### src/sv/kpm_pkg.sv
// shared constants, codes and controller/datapath handshake types for the
// k-mer position multimap; no dependencies
package kpm_pkg;

   localparam int BUCKETS_DEF       = 1024;
   localparam int MAX_KEYS_DEF      = 4096;
   localparam int MAX_POSITIONS_DEF = 16384;
   localparam int MAX_PER_KEY_DEF   = 255;

   localparam int KEY_W  = 64;
   localparam int POS_W  = 32;
   localparam int IDX_W  = 8;
   localparam int CNT_W  = 8;
   localparam int STAT_W = 2;

   localparam logic FUNC_PUT = 1'b0;
   localparam logic FUNC_GET = 1'b1;

   localparam logic [STAT_W-1:0] ST_OK         = 2'd0;
   localparam logic [STAT_W-1:0] ST_LIST_FULL  = 2'd1;
   localparam logic [STAT_W-1:0] ST_STORE_FULL = 2'd2;

   localparam logic [63:0] MIX_C1 = 64'h9E3779B97F4A7C15;
   localparam logic [63:0] MIX_C2 = 64'hBF58476D1CE4E5B9;

   typedef struct packed {
      logic latch_req;
      logic hash_start;
      logic clr_wr;
      logic bkt_rd;
      logic head_load;
      logic key_rd;
      logic key_next;
      logic hit_load;
      logic commit;
      logic pos_start;
      logic pos_rd;
      logic pos_next;
      logic pos_take;
      logic load_out;
   } kpm_cmd_type;

   typedef struct packed {
      logic clr_last;
      logic hash_done;
      logic e_null;
      logic key_match;
      logic is_get;
      logic get_walk;
      logic k_hit;
   } kpm_stat_type;

endpackage

### src/sv/kpm_ctrl.sv
// controller: sequences bucket clear, hash, key-chain walk, put commit,
// position-chain walk and the response register; depends on kpm_pkg
module kpm_ctrl import kpm_pkg::*; (
   input  logic         clock,
   input  logic         reset,
   input  logic         req_valid,
   output logic         req_ready,
   output logic         rsp_valid,
   input  logic         rsp_ready,
   output kpm_cmd_type  cmd,
   input  kpm_stat_type stat
);

   localparam logic [3:0] S_CLEAR  = 4'd0;
   localparam logic [3:0] S_IDLE   = 4'd1;
   localparam logic [3:0] S_HSTART = 4'd2;
   localparam logic [3:0] S_HASH   = 4'd3;
   localparam logic [3:0] S_BKT    = 4'd4;
   localparam logic [3:0] S_WALK   = 4'd5;
   localparam logic [3:0] S_KEY    = 4'd6;
   localparam logic [3:0] S_DECIDE = 4'd7;
   localparam logic [3:0] S_PRD    = 4'd8;
   localparam logic [3:0] S_PWAIT  = 4'd9;
   localparam logic [3:0] S_DONE   = 4'd10;

   logic [3:0] state_ff, state_in;
   logic       rsp_valid_ff, rsp_valid_in;
   logic       out_free;

   assign out_free  = !rsp_valid_ff || rsp_ready;
   assign req_ready = (state_ff == S_IDLE);

   always_comb begin
      state_in = state_ff;
      cmd      = '0;
      unique case (state_ff)
         S_CLEAR: begin
            cmd.clr_wr = 1'b1;
            if (stat.clr_last) begin
               state_in = S_IDLE;
            end
         end
         S_IDLE: begin
            if (req_valid) begin
               cmd.latch_req = 1'b1;
               state_in = S_HSTART;
            end
         end
         S_HSTART: begin
            cmd.hash_start = 1'b1;
            state_in = S_HASH;
         end
         S_HASH: begin
            if (stat.hash_done) begin
               cmd.bkt_rd = 1'b1;
               state_in = S_BKT;
            end
         end
         S_BKT: begin
            cmd.head_load = 1'b1;
            state_in = S_WALK;
         end
         S_WALK: begin
            if (stat.e_null) begin
               state_in = S_DECIDE;
            end else begin
               cmd.key_rd = 1'b1;
               state_in = S_KEY;
            end
         end
         S_KEY: begin
            if (stat.key_match) begin
               cmd.hit_load = 1'b1;
               state_in = S_DECIDE;
            end else begin
               cmd.key_next = 1'b1;
               state_in = S_WALK;
            end
         end
         S_DECIDE: begin
            if (!stat.is_get) begin
               cmd.commit = 1'b1;
               state_in = S_DONE;
            end else if (stat.get_walk) begin
               cmd.pos_start = 1'b1;
               state_in = S_PRD;
            end else begin
               state_in = S_DONE;
            end
         end
         S_PRD: begin
            cmd.pos_rd = 1'b1;
            state_in = S_PWAIT;
         end
         S_PWAIT: begin
            if (stat.k_hit) begin
               cmd.pos_take = 1'b1;
               state_in = S_DONE;
            end else begin
               cmd.pos_next = 1'b1;
               state_in = S_PRD;
            end
         end
         S_DONE: begin
            if (out_free) begin
               cmd.load_out = 1'b1;
               state_in = S_IDLE;
            end
         end
         default: state_in = S_IDLE;
      endcase
   end

   always_comb begin
      rsp_valid_in = rsp_valid_ff;
      if (cmd.load_out) begin
         rsp_valid_in = 1'b1;
      end else if (rsp_ready) begin
         rsp_valid_in = 1'b0;
      end
   end

   always_ff @(posedge clock) begin
      if (reset) begin
         state_ff     <= S_CLEAR;
         rsp_valid_ff <= 1'b0;
      end else begin
         state_ff     <= state_in;
         rsp_valid_ff <= rsp_valid_in;
      end
   end

   assign rsp_valid = rsp_valid_ff;

   a_load_free: assert property (@(posedge clock) disable iff (reset)
      cmd.load_out |-> out_free)
      else $error("result register overwritten before transfer");
   a_accept_next: assert property (@(posedge clock) disable iff (reset)
      (req_valid && req_ready) |=> (state_ff == S_HSTART))
      else $error("accepted request not started");
   a_commit_put: assert property (@(posedge clock) disable iff (reset)
      cmd.commit |-> !stat.is_get)
      else $error("store update issued for a get");

endmodule
### config.mk
export PLATFORM = sky130hd
export DESIGN_NAME = kpm_ctrl
export DESIGN_NICKNAME = d
export VERILOG_FILES = /design/src/sv/kpm_pkg.sv /design/src/sv/kpm_ctrl.sv
export SDC_FILE = /design/constraint.sdc
export NUM_CORES = 1
export LEC_CHECK = 0
export BUFFER_PORTS_ARGS = -buffer_cell sky130_fd_sc_hd__buf_2
export CAP_MARGIN = 20
export CORE_AREA = 4 4 41 43
export CTS_BUF_LIST = sky130_fd_sc_hd__clkbuf_4
export CTS_CLUSTER_SIZE = 16
export DETAILED_ROUTE_END_ITERATION = 16
export DIE_AREA = 0 0 45 47
export GPL_TIMING_DRIVEN = 1
export HOLD_SLACK_MARGIN = 0.05
export PLACE_DENSITY = 0.72
export SLEW_MARGIN = 20
export SYNTH_ARGS = -nofsm -noshare
export SYNTH_HDL_FRONTEND = slang
export SYNTH_SLANG_ARGS = --single-unit
### constraint.sdc
create_clock -name clock -period 1.5 [get_ports clock]
set_input_delay 0.075 -clock clock [delete_from_list [all_inputs] [get_ports clock]]
set_output_delay 0.075 -clock clock [all_outputs]
set_load 0.02 [all_outputs]
==> results.txt <==
outcome - finished, violations left
failing checks - setup timing
GPL Wtd Cong - 0.800
Die X - 45 um
Mean Syn Cell Area - 6.95 um2
fmax - 0.664 GHz
Endpoint, Worst Hold - state_ff[3]
TNS Setup - -6.57 ps
die height - 47 um
slew margin rel. - 84.4%
r2r startpoint - state_ff[2]
Seq/Total Area, Yosys - 22.2%
Layout Nets - 114
DP HPWL - 1150 um
Largest stage delay, worst path - 520 ps
CP top delay family - simple AND/OR/NAND/NOR gates
# H-tree levels - 1
leakage power - 0.370 nW
Syn Inst Count - 65
Hold Slack - 69.1 ps
num rows - 13
maximum VDD drop - 350 uV
Setup WS pre-CTS - -13.8 ps
Max FO, Critical Path - 6
number of global-route vias before repair - 537
Critical Path AT - 1630 ps
mapped cell area - 452 um2
Final WS setup - -6.57 ps
unrepaired setup endpoints after global routing - yes
Final Power - 0.000449 W
layout cells sized above 1 - 51.0%
TritonCTS buffer count - 3
top cells by area, synth - dfxtp_1, nor2b_1, nor3_1
Clock transition at path regs - 40 ps
via count - 615
Placed Instance Area - 691 um2
Hold Crit Depth - 2
clock skew - 0.978 ps
clk sinks - 5
critical path type - register to register
initial DRC count - 9
PwrDens - 618 nW/um2
Layout area overhead - 60.9%
routed vias/inst - 5.26
Max Cap Viol - 0
routed wire length - 1420 um
hold_sp - reset
number of inserted diodes - 0
max-slew violation total from the final report - 0
CTS tree - done
drt wl/cell - 12.1 um
RR Endpoint - state_ff[1]
Post-synth EDFFs - 0
R2R depth - 4
grt total ovfl - 0
ys flop type - dfxtp_1
startpoint types - register
crit path cell chain - nor2b_2 -> and3_4 -> or4_4 -> a32o_1
Residual DRC - 0
FF+latch count, synth - 5
Hold/Removal Path Class - input pin to register
first-pass GRT wire length - 2220 um
CTS root buf - clkbuf_4
top cell type's share of synthesized area - 22.2%
R2R Setup Slk - -7 ps
fin area - 727 um2
total die area - 2120 um2
worst-skew pair later-pin latency - 240 ps
CP bufs+invs - 0
fin crit share - 100%
initial antenna violation count - 0
Syn Nets - 76
Tmin final - 1510 ps
Std-Cell Core Area - 1300 um2
share of flip-flops with an asynchronous set or reset - 0%
YS warnings - 0
Tot GR Track Use - 14.1%
Final ANT Viol Nets - 0
most frequent cells in the layout - buf_2, buf_4, nor2_1, nor3_1
largest net degree at the start of global routing - 11
Ports - 27
Clock Tree Buf Depth - 2
slowest CP cell - or4_4
I/O Buffers - 26
hold violation total from the final report - 0
commonest non-fill, non-tap cell in the layout - buf_2
endpoints failing setup - 1
Synth cell types - 28
Critical Path End Type - register
Initial Util - 34.7%
Pre-Repair DR Iteration Count - 4
Critical Path RT - 1630 ps
cell taking the most area after synthesis - dfxtp_1
Worst Max-Slew Pin Slew - 232 ps
-- final cells by class --
cell class / instances / area, um2
well taps: 15 / 18.8
inverters: 1 / 3.75
multi-input cells: 54 / 347
fillers: 131 / 574
repair buffers: 38 / 220
flip-flops and latches: 5 / 108
clock buffers: 4 / 30.0
-- stage by stage --
| step | instances | util [%] |
|---|---|---|
| after floorplan | 65 | - |
| after global placement | 113 | 53.1 |
| after detailed placement | 113 | 53.1 |
| after CTS | 117 | 55.7 |
| after global routing | 117 | 55.9 |
| final | 117 | 55.9 |
-- Yosys cell counts (2+ instances only) --
master and instances:
nor2_1 7, nor3_1 7, nor2b_1 6, dfxtp_1 5, a21oi_1 4, clkbuf_1 4, nand2_1 4, nand2b_1 3
and2_1 2, and3_1 2, and4b_1 2, nand3_1 2, o22ai_1 2
-- power breakdown --
group	total [W]	internal (W)	switching, W
sequential	0.000146	0.000138	0.00000773
combinational	0.000130	0.0000648	0.0000651
clock	0.000173	0.000119	0.0000545
total	0.000449	0.000322	0.000127
-- flip-flops by register name, summed over array words and instances (netlist names) --
signal and cells:
rsp_valid 1, state_ff 4
-- metal layers --
layer | track usage (%) | part of all wire, % | vias up
met1 | 18.0 | 43 | 273
met3 | 2.30 | 8.4 | 0
met4 | 5.26 | 0 | 0
met2 | 23.7 | 48 | 27
li1 | - | - | 315
met5 | 0 | 0 | -
-- logic make-up after synthesis --
kind of cell | after synthesis | synth area share, %
AND/OR/NAND/NOR | 40 | 50.1
multiplexers | 1 | 2.49
XOR/XNOR | 1 | 1.94
flip-flops | 5 | 22.2
buffers and inverters | 6 | 5.82
AO/OA/AOI/OAI | 12 | 17.5
-- worst max-delay path by stage --
stage	cells past startpoint	end	slack [ps]	startpoint
after floorplan	4	state_ff[1]	10	state_ff[2]
after detailed placement	4	state_ff[1]	-10	state_ff[2]
after global placement	4	state_ff[1]	4	state_ff[2]
final	4	state_ff[1]	-7	state_ff[2]
after global routing	4	state_ff[1]	-50	state_ff[2]
after CTS	4	state_ff[1]	-10	state_ff[2]
-- worst reg2reg max path, cell delays in order, from the launching register on --
cell	delay, ps
dfxtp_2	340
nor2b_2	170
and3_4	140
or4_4	530
a32o_1	230
-- repair_timing --
action	4_1_cts	5_1_grt
hold buffers	0	0
gates cloned	0	0
setup buffers	0	0
setup endpoints to repair	1	3
gates resized for setup	1	1
pin swaps	0	0
No activity file was read; power rests on OpenSTA's default activity.
